===== config.mk =====
export PLATFORM = sky130hd
export DESIGN_NAME = multi_stream_timestamp_sync
export DESIGN_NICKNAME = d
export VERILOG_FILES = /design/src/msts_pkg.sv /design/src/multi_stream_timestamp_sync.sv /design/src/msts_fifo.sv /design/src/msts_front.sv /design/src/msts_back.sv
export SDC_FILE = /design/constraint.sdc
export NUM_CORES = 2
export LEC_CHECK = 0
export ABC_CLOCK_PERIOD_IN_PS = 10900
export BUFFER_PORTS_ARGS = -buffer_cell sky130_fd_sc_hd__buf_2
export CAP_MARGIN = 0
export CORE_ASPECT_RATIO = 0.5
export CORE_MARGIN = 2
export CORE_UTILIZATION = 55
export CTS_BUF_LIST = sky130_fd_sc_hd__clkbuf_16
export CTS_CLUSTER_SIZE = 16
export DETAILED_ROUTE_END_ITERATION = 10
export PLACE_DENSITY = 0.78
export SLEW_MARGIN = 20
export SYNTH_ARGS = -nofsm -noshare
export SYNTH_HDL_FRONTEND = slang
export SYNTH_SLANG_ARGS = --single-unit

===== constraint.sdc =====
create_clock -name clk -period 10.9 [get_ports clk]
set_clock_uncertainty 0.2 [all_clocks]
set_input_delay 2.18 -clock clk [delete_from_list [all_inputs] [get_ports clk]]
set_output_delay 2.18 -clock clk [all_outputs]
set_load 0.03 [all_outputs]

===== src/msts_pkg.sv =====
// Shared types and constants for the multi-stream timestamp synchroniser.
// Used by the top, front and back modules (not by msts_fifo); depends on nothing.
package msts_pkg;

  localparam int STREAM_W = 4;
  localparam int TS_W     = 64;
  localparam int TAG_W    = 32;
  localparam int THR_W    = 31;
  // out_stream, out_timestamp_us, out_tag, last
  localparam int RES_W    = STREAM_W + TS_W + TAG_W + 1;

  localparam int MS_DIVISOR = 1000;

  // register indexes of the configuration port
  localparam logic [1:0] REG_ACTIVE_STREAMS = 2'd0;
  localparam logic [1:0] REG_QUEUE_LIMIT    = 2'd1;
  localparam logic [1:0] REG_SYNC_THRESHOLD = 2'd2;

  localparam logic [4:0]  RST_ACTIVE_STREAMS = 5'd4;
  localparam logic [3:0]  RST_QUEUE_LIMIT    = 4'd8;
  // (50 ms + 1) * 1000 us
  localparam logic [30:0] RST_THR_US         = 31'd51000;

  // thr_us holds (sync_threshold_ms + 1) * 1000: a head is too old when
  // latest - head >= thr_us, which is the same as (latest - head) / 1000 > ms
  typedef struct packed {
    logic [4:0]       active_streams;
    logic [3:0]       queue_limit;
    logic [THR_W-1:0] thr_us;
  } cfg_t;

endpackage


===== src/multi_stream_timestamp_sync.sv =====
// The front queue feeds frames to the back-end sequencer, which takes one only when idle,
// stores it in its ring unless the limit is zero and, if every active stream then holds a
// frame, scans the ring heads in the frame store three times: for the latest timestamp, to
// drop one head that is too old (ending the attempt), then to emit one result per stream.
// Reset (rst, synchronous): ring pointers and fill counts cleared, registers to defaults;
// the frame store is not cleared and no clearing pass runs.
module multi_stream_timestamp_sync #(
  parameter int NUM_STREAMS = 4,
  parameter int QUEUE_DEPTH = 8
) (
  input  logic                          clk,
  input  logic                          rst,
  // configuration
  input  logic                          cfg_we,
  input  logic [1:0]                    cfg_index,
  input  logic [19:0]                   cfg_data,
  // input words
  input  logic                          push,
  output logic                          full,
  input  logic [msts_pkg::STREAM_W-1:0] stream_index,
  input  logic [msts_pkg::TS_W-1:0]     timestamp_us,
  input  logic [msts_pkg::TAG_W-1:0]    frame_tag,
  // result words
  output logic                          empty,
  input  logic                          pop,
  output logic [msts_pkg::STREAM_W-1:0] out_stream,
  output logic [msts_pkg::TS_W-1:0]     out_timestamp_us,
  output logic [msts_pkg::TAG_W-1:0]    out_tag,
  output logic                          last
);

  localparam int SI_W  = (NUM_STREAMS > 1) ? $clog2(NUM_STREAMS) : 1;
  localparam int CMD_W = SI_W + msts_pkg::TS_W + msts_pkg::TAG_W;

  msts_pkg::cfg_t   cfg;
  logic             cmd_pop;
  logic             cmd_empty;
  logic [CMD_W-1:0] cmd_data;

  // configuration registers; threshold kept in microseconds, plus one ms
  always_ff @(posedge clk) begin
    if (rst) begin
      cfg.active_streams <= msts_pkg::RST_ACTIVE_STREAMS;
      cfg.queue_limit    <= msts_pkg::RST_QUEUE_LIMIT;
      cfg.thr_us         <= msts_pkg::RST_THR_US;
    end else if (cfg_we) begin
      unique case (cfg_index)
        msts_pkg::REG_ACTIVE_STREAMS: cfg.active_streams <= cfg_data[4:0];
        msts_pkg::REG_QUEUE_LIMIT:    cfg.queue_limit    <= cfg_data[3:0];
        msts_pkg::REG_SYNC_THRESHOLD:
          cfg.thr_us <= msts_pkg::THR_W'((msts_pkg::THR_W'(cfg_data)
                        + msts_pkg::THR_W'(1))
                        * msts_pkg::THR_W'(msts_pkg::MS_DIVISOR));
        default: ;
      endcase
    end
  end

  msts_front #(
    .NUM_STREAMS(NUM_STREAMS)
  ) u_front (
    .clk         (clk),
    .rst         (rst),
    .cfg         (cfg),
    .push        (push),
    .full        (full),
    .stream_index(stream_index),
    .timestamp_us(timestamp_us),
    .frame_tag   (frame_tag),
    .cmd_pop     (cmd_pop),
    .cmd_empty   (cmd_empty),
    .cmd_data    (cmd_data)
  );

  msts_back #(
    .NUM_STREAMS(NUM_STREAMS),
    .QUEUE_DEPTH(QUEUE_DEPTH)
  ) u_back (
    .clk             (clk),
    .rst             (rst),
    .cfg             (cfg),
    .cmd_empty       (cmd_empty),
    .cmd_data        (cmd_data),
    .cmd_pop         (cmd_pop),
    .out_stream      (out_stream),
    .out_timestamp_us(out_timestamp_us),
    .out_tag         (out_tag),
    .last            (last),
    .empty           (empty),
    .pop             (pop)
  );

endmodule


===== src/msts_fifo.sv =====
// Small flop-based queue, used between front and back and for results.
// Depends on nothing.
module msts_fifo #(
  parameter int WIDTH = 8,
  parameter int DEPTH = 2
) (
  input  logic             clk,
  input  logic             rst,
  input  logic             push,
  input  logic [WIDTH-1:0] wdata,
  output logic             full,
  input  logic             pop,
  output logic [WIDTH-1:0] rdata,
  output logic             empty
);

  localparam int PTR_W = (DEPTH > 1) ? $clog2(DEPTH) : 1;
  localparam int CNT_W = $clog2(DEPTH + 1);

  logic [WIDTH-1:0] slots [DEPTH];
  logic [PTR_W-1:0] wptr;
  logic [PTR_W-1:0] rptr;
  logic [CNT_W-1:0] count;
  logic             do_push;
  logic             do_pop;

  assign full    = (count == CNT_W'(DEPTH));
  assign empty   = (count == '0);
  assign do_push = push && !full;
  assign do_pop  = pop && !empty;
  assign rdata   = slots[rptr];

  // pointer wrap at DEPTH
  function automatic logic [PTR_W-1:0] bump(input logic [PTR_W-1:0] p);
    logic [PTR_W-1:0] r;
    if (32'(p) == DEPTH - 1) r = '0;
    else r = p + PTR_W'(1);
    return r;
  endfunction

  // storage
  always_ff @(posedge clk) begin
    if (do_push) slots[wptr] <= wdata;
  end

  // pointers and occupancy
  always_ff @(posedge clk) begin
    if (rst) begin
      wptr  <= '0;
      rptr  <= '0;
      count <= '0;
    end else begin
      if (do_push) wptr <= bump(wptr);
      if (do_pop) rptr <= bump(rptr);
      if (do_push && !do_pop) count <= count + CNT_W'(1);
      else if (do_pop && !do_push) count <= count - CNT_W'(1);
    end
  end

endmodule


===== src/msts_front.sv =====
// Front end: takes input words, drops those for streams outside the active
// set and queues the rest for the back end. Depends on msts_pkg, msts_fifo.
module msts_front #(
  parameter int NUM_STREAMS = 4
) (
  input  logic                         clk,
  input  logic                         rst,
  input  msts_pkg::cfg_t               cfg,
  input  logic                         push,
  output logic                         full,
  input  logic [msts_pkg::STREAM_W-1:0] stream_index,
  input  logic [msts_pkg::TS_W-1:0]    timestamp_us,
  input  logic [msts_pkg::TAG_W-1:0]   frame_tag,
  input  logic                         cmd_pop,
  output logic                         cmd_empty,
  output logic [((NUM_STREAMS > 1) ? $clog2(NUM_STREAMS) : 1)
                + msts_pkg::TS_W + msts_pkg::TAG_W - 1:0] cmd_data
);

  localparam int SI_W  = (NUM_STREAMS > 1) ? $clog2(NUM_STREAMS) : 1;
  localparam int N_W   = $clog2(NUM_STREAMS + 1);
  localparam int CMD_W = SI_W + msts_pkg::TS_W + msts_pkg::TAG_W;

  logic [N_W-1:0]   n_eff;
  logic             in_range;
  logic             q_full;
  logic             q_push;
  logic [CMD_W-1:0] q_wdata;

  // effective stream count, clamped to the built size
  always_comb begin
    if (32'(cfg.active_streams) > NUM_STREAMS) n_eff = N_W'(NUM_STREAMS);
    else n_eff = N_W'(cfg.active_streams);
  end

  // classify: words for unknown streams are taken and discarded
  assign in_range = 32'(stream_index) < 32'(n_eff);
  assign full     = q_full;
  assign q_push   = push && !q_full && in_range;
  assign q_wdata  = {SI_W'(stream_index), timestamp_us, frame_tag};

  msts_fifo #(
    .WIDTH(CMD_W),
    .DEPTH(2)
  ) u_cmd_q (
    .clk  (clk),
    .rst  (rst),
    .push (q_push),
    .wdata(q_wdata),
    .full (q_full),
    .pop  (cmd_pop),
    .rdata(cmd_data),
    .empty(cmd_empty)
  );

endmodule


===== src/msts_back.sv =====
// Back end: per-stream ring buffers in one frame store, the sync sequencer and
// the result queue. Depends on msts_pkg and msts_fifo.
module msts_back #(
  parameter int NUM_STREAMS = 4,
  parameter int QUEUE_DEPTH = 8
) (
  input  logic                          clk,
  input  logic                          rst,
  input  msts_pkg::cfg_t                cfg,
  input  logic                          cmd_empty,
  input  logic [((NUM_STREAMS > 1) ? $clog2(NUM_STREAMS) : 1)
                + msts_pkg::TS_W + msts_pkg::TAG_W - 1:0] cmd_data,
  output logic                          cmd_pop,
  output logic [msts_pkg::STREAM_W-1:0] out_stream,
  output logic [msts_pkg::TS_W-1:0]     out_timestamp_us,
  output logic [msts_pkg::TAG_W-1:0]    out_tag,
  output logic                          last,
  output logic                          empty,
  input  logic                          pop
);

  localparam int SI_W   = (NUM_STREAMS > 1) ? $clog2(NUM_STREAMS) : 1;
  localparam int N_W    = $clog2(NUM_STREAMS + 1);
  localparam int PTR_W  = (QUEUE_DEPTH > 1) ? $clog2(QUEUE_DEPTH) : 1;
  localparam int CNT_W  = $clog2(QUEUE_DEPTH + 1);
  localparam int SUM_W  = CNT_W + 1;
  localparam int MEM_D  = NUM_STREAMS * QUEUE_DEPTH;
  localparam int ADDR_W = (MEM_D > 1) ? $clog2(MEM_D) : 1;
  localparam int TS_W   = msts_pkg::TS_W;
  localparam int TAG_W  = msts_pkg::TAG_W;

  typedef enum logic [3:0] {
    S_IDLE, S_UPD, S_CHECK, S_MAX_RD, S_MAX_USE,
    S_AGE_RD, S_AGE_USE, S_EMIT_RD, S_EMIT_USE
  } state_t;

  state_t            state;
  logic [SI_W-1:0]   s_q;
  logic [TS_W-1:0]   ts_q;
  logic [TAG_W-1:0]  tag_q;
  logic [SI_W-1:0]   idx;
  logic [TS_W-1:0]   latest;
  logic [PTR_W-1:0]  head [NUM_STREAMS];
  logic [CNT_W-1:0]  fill [NUM_STREAMS];

  logic [TS_W-1:0]   ts_mem  [MEM_D];
  logic [TAG_W-1:0]  tag_mem [MEM_D];
  logic [TS_W-1:0]   rd_ts;
  logic [TAG_W-1:0]  rd_tag;
  logic [ADDR_W-1:0] rd_addr;
  logic [ADDR_W-1:0] wr_addr;
  logic              mem_we;

  logic [N_W-1:0]    n_eff;
  logic [CNT_W-1:0]  lim;
  logic [PTR_W-1:0]  upd_head;
  logic [CNT_W-1:0]  upd_fill;
  logic [PTR_W-1:0]  wr_ptr;
  logic              all_ok;
  logic              is_last;
  logic [TS_W-1:0]   diff;
  logic              too_old;
  logic              res_push;
  logic              res_full;
  logic [msts_pkg::RES_W-1:0] res_wdata;
  logic [msts_pkg::RES_W-1:0] res_rdata;

  // ring pointer wrap, valid for values below twice the depth
  function automatic logic [PTR_W-1:0] wrap_ptr(input logic [SUM_W-1:0] x);
    logic [PTR_W-1:0] r;
    if (x >= SUM_W'(QUEUE_DEPTH)) r = PTR_W'(x - SUM_W'(QUEUE_DEPTH));
    else r = PTR_W'(x);
    return r;
  endfunction

  function automatic logic [ADDR_W-1:0] slot(input logic [SI_W-1:0] s,
                                             input logic [PTR_W-1:0] p);
    return ADDR_W'(ADDR_W'(s) * ADDR_W'(QUEUE_DEPTH) + ADDR_W'(p));
  endfunction

  // effective configuration
  always_comb begin
    if (32'(cfg.active_streams) > NUM_STREAMS) n_eff = N_W'(NUM_STREAMS);
    else n_eff = N_W'(cfg.active_streams);
    if (32'(cfg.queue_limit) > QUEUE_DEPTH) lim = CNT_W'(QUEUE_DEPTH);
    else lim = CNT_W'(cfg.queue_limit);
  end

  // push into the ring of stream s_q: trim to the limit, keep room for one
  always_comb begin
    logic [PTR_W-1:0] h;
    logic [CNT_W-1:0] c;
    h = head[s_q];
    c = fill[s_q];
    if (c > lim) begin
      h = wrap_ptr(SUM_W'(h) + SUM_W'(c - lim));
      c = lim;
    end
    if (c == lim) begin
      h = wrap_ptr(SUM_W'(h) + SUM_W'(1));
      c = c - CNT_W'(1);
    end
    wr_ptr   = wrap_ptr(SUM_W'(h) + SUM_W'(c));
    upd_head = h;
    upd_fill = c + CNT_W'(1);
  end

  // every active stream holds a frame
  always_comb begin
    all_ok = 1'b1;
    for (int i = 0; i < NUM_STREAMS; i++) begin
      if (i < 32'(n_eff) && fill[i] == '0) all_ok = 1'b0;
    end
  end

  assign is_last  = (N_W'(idx) + N_W'(1)) == n_eff;
  assign diff     = latest - rd_ts;
  assign too_old  = diff >= TS_W'(cfg.thr_us);
  assign cmd_pop  = (state == S_IDLE) && !cmd_empty;
  assign mem_we   = (state == S_UPD) && (lim != '0);
  assign wr_addr  = slot(s_q, wr_ptr);
  assign rd_addr  = slot(idx, head[idx]);
  assign res_push = (state == S_EMIT_USE) && !res_full;
  assign res_wdata = {msts_pkg::STREAM_W'(idx), rd_ts, rd_tag, is_last};

  // frame store, read data registered
  always_ff @(posedge clk) begin
    if (mem_we) begin
      ts_mem[wr_addr]  <= ts_q;
      tag_mem[wr_addr] <= tag_q;
    end
    rd_ts  <= ts_mem[rd_addr];
    rd_tag <= tag_mem[rd_addr];
  end

  // sequencer: update, check, max scan, age scan, emit scan
  always_ff @(posedge clk) begin
    if (rst) begin
      state <= S_IDLE;
      for (int i = 0; i < NUM_STREAMS; i++) begin
        head[i] <= '0;
        fill[i] <= '0;
      end
    end else begin
      unique case (state)
        S_IDLE: begin
          if (!cmd_empty) begin
            {s_q, ts_q, tag_q} <= cmd_data;
            state <= S_UPD;
          end
        end
        S_UPD: begin
          if (lim == '0) begin
            head[s_q] <= '0;
            fill[s_q] <= '0;
          end else begin
            head[s_q] <= upd_head;
            fill[s_q] <= upd_fill;
          end
          state <= S_CHECK;
        end
        S_CHECK: begin
          idx    <= '0;
          latest <= '0;
          state  <= all_ok ? S_MAX_RD : S_IDLE;
        end
        S_MAX_RD: state <= S_MAX_USE;
        S_MAX_USE: begin
          if (rd_ts > latest) latest <= rd_ts;
          if (is_last) begin
            idx   <= '0;
            state <= S_AGE_RD;
          end else begin
            idx   <= idx + SI_W'(1);
            state <= S_MAX_RD;
          end
        end
        S_AGE_RD: state <= S_AGE_USE;
        S_AGE_USE: begin
          if (too_old) begin
            head[idx] <= wrap_ptr(SUM_W'(head[idx]) + SUM_W'(1));
            fill[idx] <= fill[idx] - CNT_W'(1);
            state     <= S_IDLE;
          end else if (is_last) begin
            idx   <= '0;
            state <= S_EMIT_RD;
          end else begin
            idx   <= idx + SI_W'(1);
            state <= S_AGE_RD;
          end
        end
        S_EMIT_RD: state <= S_EMIT_USE;
        S_EMIT_USE: begin
          if (!res_full) begin
            head[idx] <= wrap_ptr(SUM_W'(head[idx]) + SUM_W'(1));
            fill[idx] <= fill[idx] - CNT_W'(1);
            if (is_last) begin
              state <= S_IDLE;
            end else begin
              idx   <= idx + SI_W'(1);
              state <= S_EMIT_RD;
            end
          end
        end
        default: state <= S_IDLE;
      endcase
    end
  end

  // result queue
  msts_fifo #(
    .WIDTH(msts_pkg::RES_W),
    .DEPTH(2)
  ) u_res_q (
    .clk  (clk),
    .rst  (rst),
    .push (res_push),
    .wdata(res_wdata),
    .full (res_full),
    .pop  (pop),
    .rdata(res_rdata),
    .empty(empty)
  );

  assign {out_stream, out_timestamp_us, out_tag, last} = res_rdata;

`ifndef SYNTH
  // a scan only starts when every active ring holds a frame
  a_scan_needs_frames: assert property (@(posedge clk) disable iff (rst)
    (state == S_MAX_RD) |-> all_ok)
    else $error("head scan started with an empty active ring");

  // the last word of a set ends the sequence
  a_last_ends_set: assert property (@(posedge clk) disable iff (rst)
    (res_push && is_last) |=> (state == S_IDLE))
    else $error("sequencer kept going after the last word of a set");

  // a push with a non-zero limit leaves the ring occupied
  a_push_fills: assert property (@(posedge clk) disable iff (rst)
    (state == S_UPD && lim != '0) |=> (fill[$past(s_q)] != '0))
    else $error("ring empty after a push");
`endif

endmodule

==> flow_metrics.env <==
export IMPL_num_rows=135
export IMPL_place_hpwl_mm=190
export IMPL_grt_pass1_vias=78264
export IMPL_ys_types=94
export IMPL_required_ns=11.45
export IMPL_grt_usage_pct=29.8
export IMPL_worstPathArrival_ns=8.58
export IMPL_wl_mm=417
export IMPL_first_pass_iters=6
export IMPL_nets=7818
export IMPL_holdBufCountCts=0
export IMPL_max_cap_violations=0
export IMPL_synth_largest_area_cell="edfxtp_1"
export IMPL_vdd_ir_drop_max_v=0.000149
export IMPL_ff2ff_path_depth=23
export IMPL_ys_warn_count=0
export IMPL_cts_root_buf="clkbuf_16"
export IMPL_cp_end_kind="register"
export IMPL_gr_total_overflow=0
export IMPL_fin_crit_sh_pct=73.6
export IMPL_whs_ns=0.230
export IMPL_powerDensity_nw_per_um2=232
export IMPL_die_x_um=745
export IMPL_cts_tree="yes"
export IMPL_r2r_slack_ns=3.13
export IMPL_min_period_ns=8.03
export IMPL_p_leak_nw=53.7
export IMPL_wire_per_inst_um=36.8
export IMPL_post_cts_setup_buffers=0
export IMPL_grt_setup_unrepaired="no"
export IMPL_startpoint="cfg_data[0]"
export IMPL_h_tree_depth=5
export IMPL_r2r_start="u_back.rd_ts[0]$_DFF_P_"
export IMPL_avgSynthCellArea_um2=21.4
export IMPL_synthTopCellsByArea="edfxtp_1, mux4_2, mux2_2, dfxtp_1, ha_1"
export IMPL_critical_path_startpoint_type="input pin"
export IMPL_final_setup_tns_ns=0
export IMPL_path_class="input pin to register"
export IMPL_start_util_pct=55.5
export IMPL_fp_dieH_um=374
export IMPL_ys_seq_area_share_pct=74.8
export IMPL_io_buffer_count=227
export IMPL_drtIter0Drc=14382
export IMPL_clkLatencyLatePin_ns=0.91
export IMPL_async_flop_share_pct=0
export IMPL_ctsResizeCount=0
export IMPL_max_freq_ghz=0.125
export IMPL_layout_drive_gt1_share_pct=27.8
export IMPL_syn_cell_area_um2=151000
export IMPL_place_congestion=0.891
export IMPL_crit_end="cfg[30]$_SDFFE_PP0P_"
export IMPL_status="complete, no violations"
export IMPL_postRouteAntennaNets=0
export IMPL_coreArea_um2=272000
export IMPL_cts_path_max_buffers=4
export IMPL_fill_cells=16933
export IMPL_synth_top_cells_by_count="edfxtp_1, mux4_2, mux2_2"
export IMPL_ioPinCount=230
export IMPL_synth_flop_cell="edfxtp_1"
export IMPL_remaining_drc_errors=0
export IMPL_area_growth_pct=10.9
export IMPL_die_area_um2=279000
export IMPL_via_count=78470
export IMPL_cts_made_buffers=326
export IMPL_avgViaCountPerCell=6.92
export IMPL_path_clk_slew_ns=0.08
export IMPL_grt_pass1_wl_mm=589
export IMPL_netlist_instances=7068
export IMPL_finalMaxSlewViolations=0
export IMPL_hold_viol_final=0
export IMPL_ys_ff_latch=3806
export IMPL_slew_headroom_pct=19.1
export IMPL_synth_edf_count=3658
export IMPL_worstHoldStart="u_back.rd_tag[18]$_DFF_P_"
export IMPL_synth_most_common_cell="edfxtp_1"
export IMPL_setup_viol=0
export IMPL_cp_max_fo=6
export IMPL_report_power_total_mw=38.8
export IMPL_r2r_end="u_back.fill[3][0]$_DFFE_PP_"
export IMPL_tightest_slew_ns=1.21
export IMPL_cts_sinks=3806
export IMPL_hold_path_class="register to register"
export IMPL_grt_max_degree=147
export IMPL_antenna_found_initial=26
export IMPL_synth_top_area_share_pct=72.8
-- cell families (layout without fill, tap and decap cells) --
kind of cell	Yosys count	in the layout	synth area share, %
other	1	21	0.00248
AOI/OAI and AO/OA	417	417	1.82
and+or+nand+nor	623	623	2.04
adders and majority gates	249	249	2.45
DFF	3806	3806	74.8
xor gates and xnor gates	109	109	0.633
muxes	1288	1288	16.9
buffers and inverters	575	1202	1.44
-- worst min-delay path by stage --
stage | end | slack, ns | cells past startpoint
detailed placement | u_back.u_res_q.slots[0][4]$_DFFE_PP_ | 0.21 | 0
floorplan | u_back.u_res_q.slots[0][10]$_DFFE_PP_ | 0.20 | 0
global placement | u_back.u_res_q.slots[0][7]$_DFFE_PP_ | 0.21 | 0
CTS | u_back.u_res_q.slots[0][19]$_DFFE_PP_ | 0.23 | 0
global route | u_back.u_res_q.slots[0][19]$_DFFE_PP_ | 0.23 | 0
finish | u_back.u_res_q.slots[0][19]$_DFFE_PP_ | 0.23 | 0
-- metal layers --
metal	track usage, %	routed length [um]
met1	41.4	144000
met3	7.25	57100
met5	0	140
met4	10.4	17600
met2	46.9	199000
-- per-stage QoR --
step / area (um^2) / cells / util, % / setup slack [ns]
floorplan: 151000 / 7069 / - / 2.02
finish: 167000 / 11345 / 61.6 / 2.87
global placement: 157000 / 10742 / 57.8 / 2.07
CTS: 167000 / 11325 / 61.6 / 2.86
global route: 167000 / 11328 / 61.6 / 2.42
detailed placement: 157000 / 10743 / 57.8 / 2.01
-- worst max-delay path, stage by stage --
cell	delay [ns]
buf_2	0.16
ha_1	0.22
nand2_1	0.10
or3_1	0.36
inv_1	0.08
nand2_1	0.06
xnor2_1	0.52
inv_1	0.22
fa_1	0.50
fa_1	0.51
inv_1	0.06
fa_1	0.49
inv_1	0.05
fa_1	0.50
inv_1	0.04
ha_1	0.22
or3_1	0.32
o31a_1	0.31
a311o_1	0.40
a2111oi_0	0.40
nor3_1	0.16
a31o_2	0.28
nand3_1	0.10
nand4_1	0.10
a31oi_1	0.22
-- cell type report --
type                    count  area, um^2  area share (%)
clock buffers             337        8430            5.04
well taps                3630        4540            2.71
multi-input cells        2688       36200            21.6
clock inverters           245        1810            1.08
flip-flops and latches   3806      113000            67.4
repair buffers            345        2470            1.47
inverters                 275        1030           0.617
diodes                     19        47.5          0.0284
-- sequential cells by signal (all words and copies together) (netlist names), 37 cells and up, named ones only --
register / flops
u_back.tag_mem: 1024
u_front.u_cmd_q.slots: 196
u_back.ts_q: 64
u_back.u_res_q.slots: 198
u_back.ts_mem: 2048
u_back.latest: 64
u_back.rd_ts: 64
cfg: 37
-- where the power goes --
part	internal [mW]	switching [mW]
sequential	17.9	1.14
clock	6.24	5.46
combinational	3.30	4.73
total	27.4	11.3
-- cells in the final DEF (no fill, tap or decap), types with 16 or more instances in the layout --
cell type and instances:
bufinv_16 26, nor2_1 127, nand2b_1 16, inv_1 347, xor2_1 41, clkinv_1 64
xnor2_1 68, edfxtp_1 3658, buf_12 34, mux2_2 295, buf_2 227, a21oi_1 143
clkinv_2 59, nand3_1 33, nand2_1 167, clkbuf_16 337, a21o_1 29, nand4_1 31
o21a_1 16, diode_2 19, nor2_4 34, nor2b_1 18, nor3_1 34, buf_4 83
o21ai_0 75, ha_1 172, fa_1 77, mux4_2 971, or3_1 16, and2_1 74
dfxtp_1 146, mux2i_1 17
Note: power is estimated with default switching activity, not from simulation.
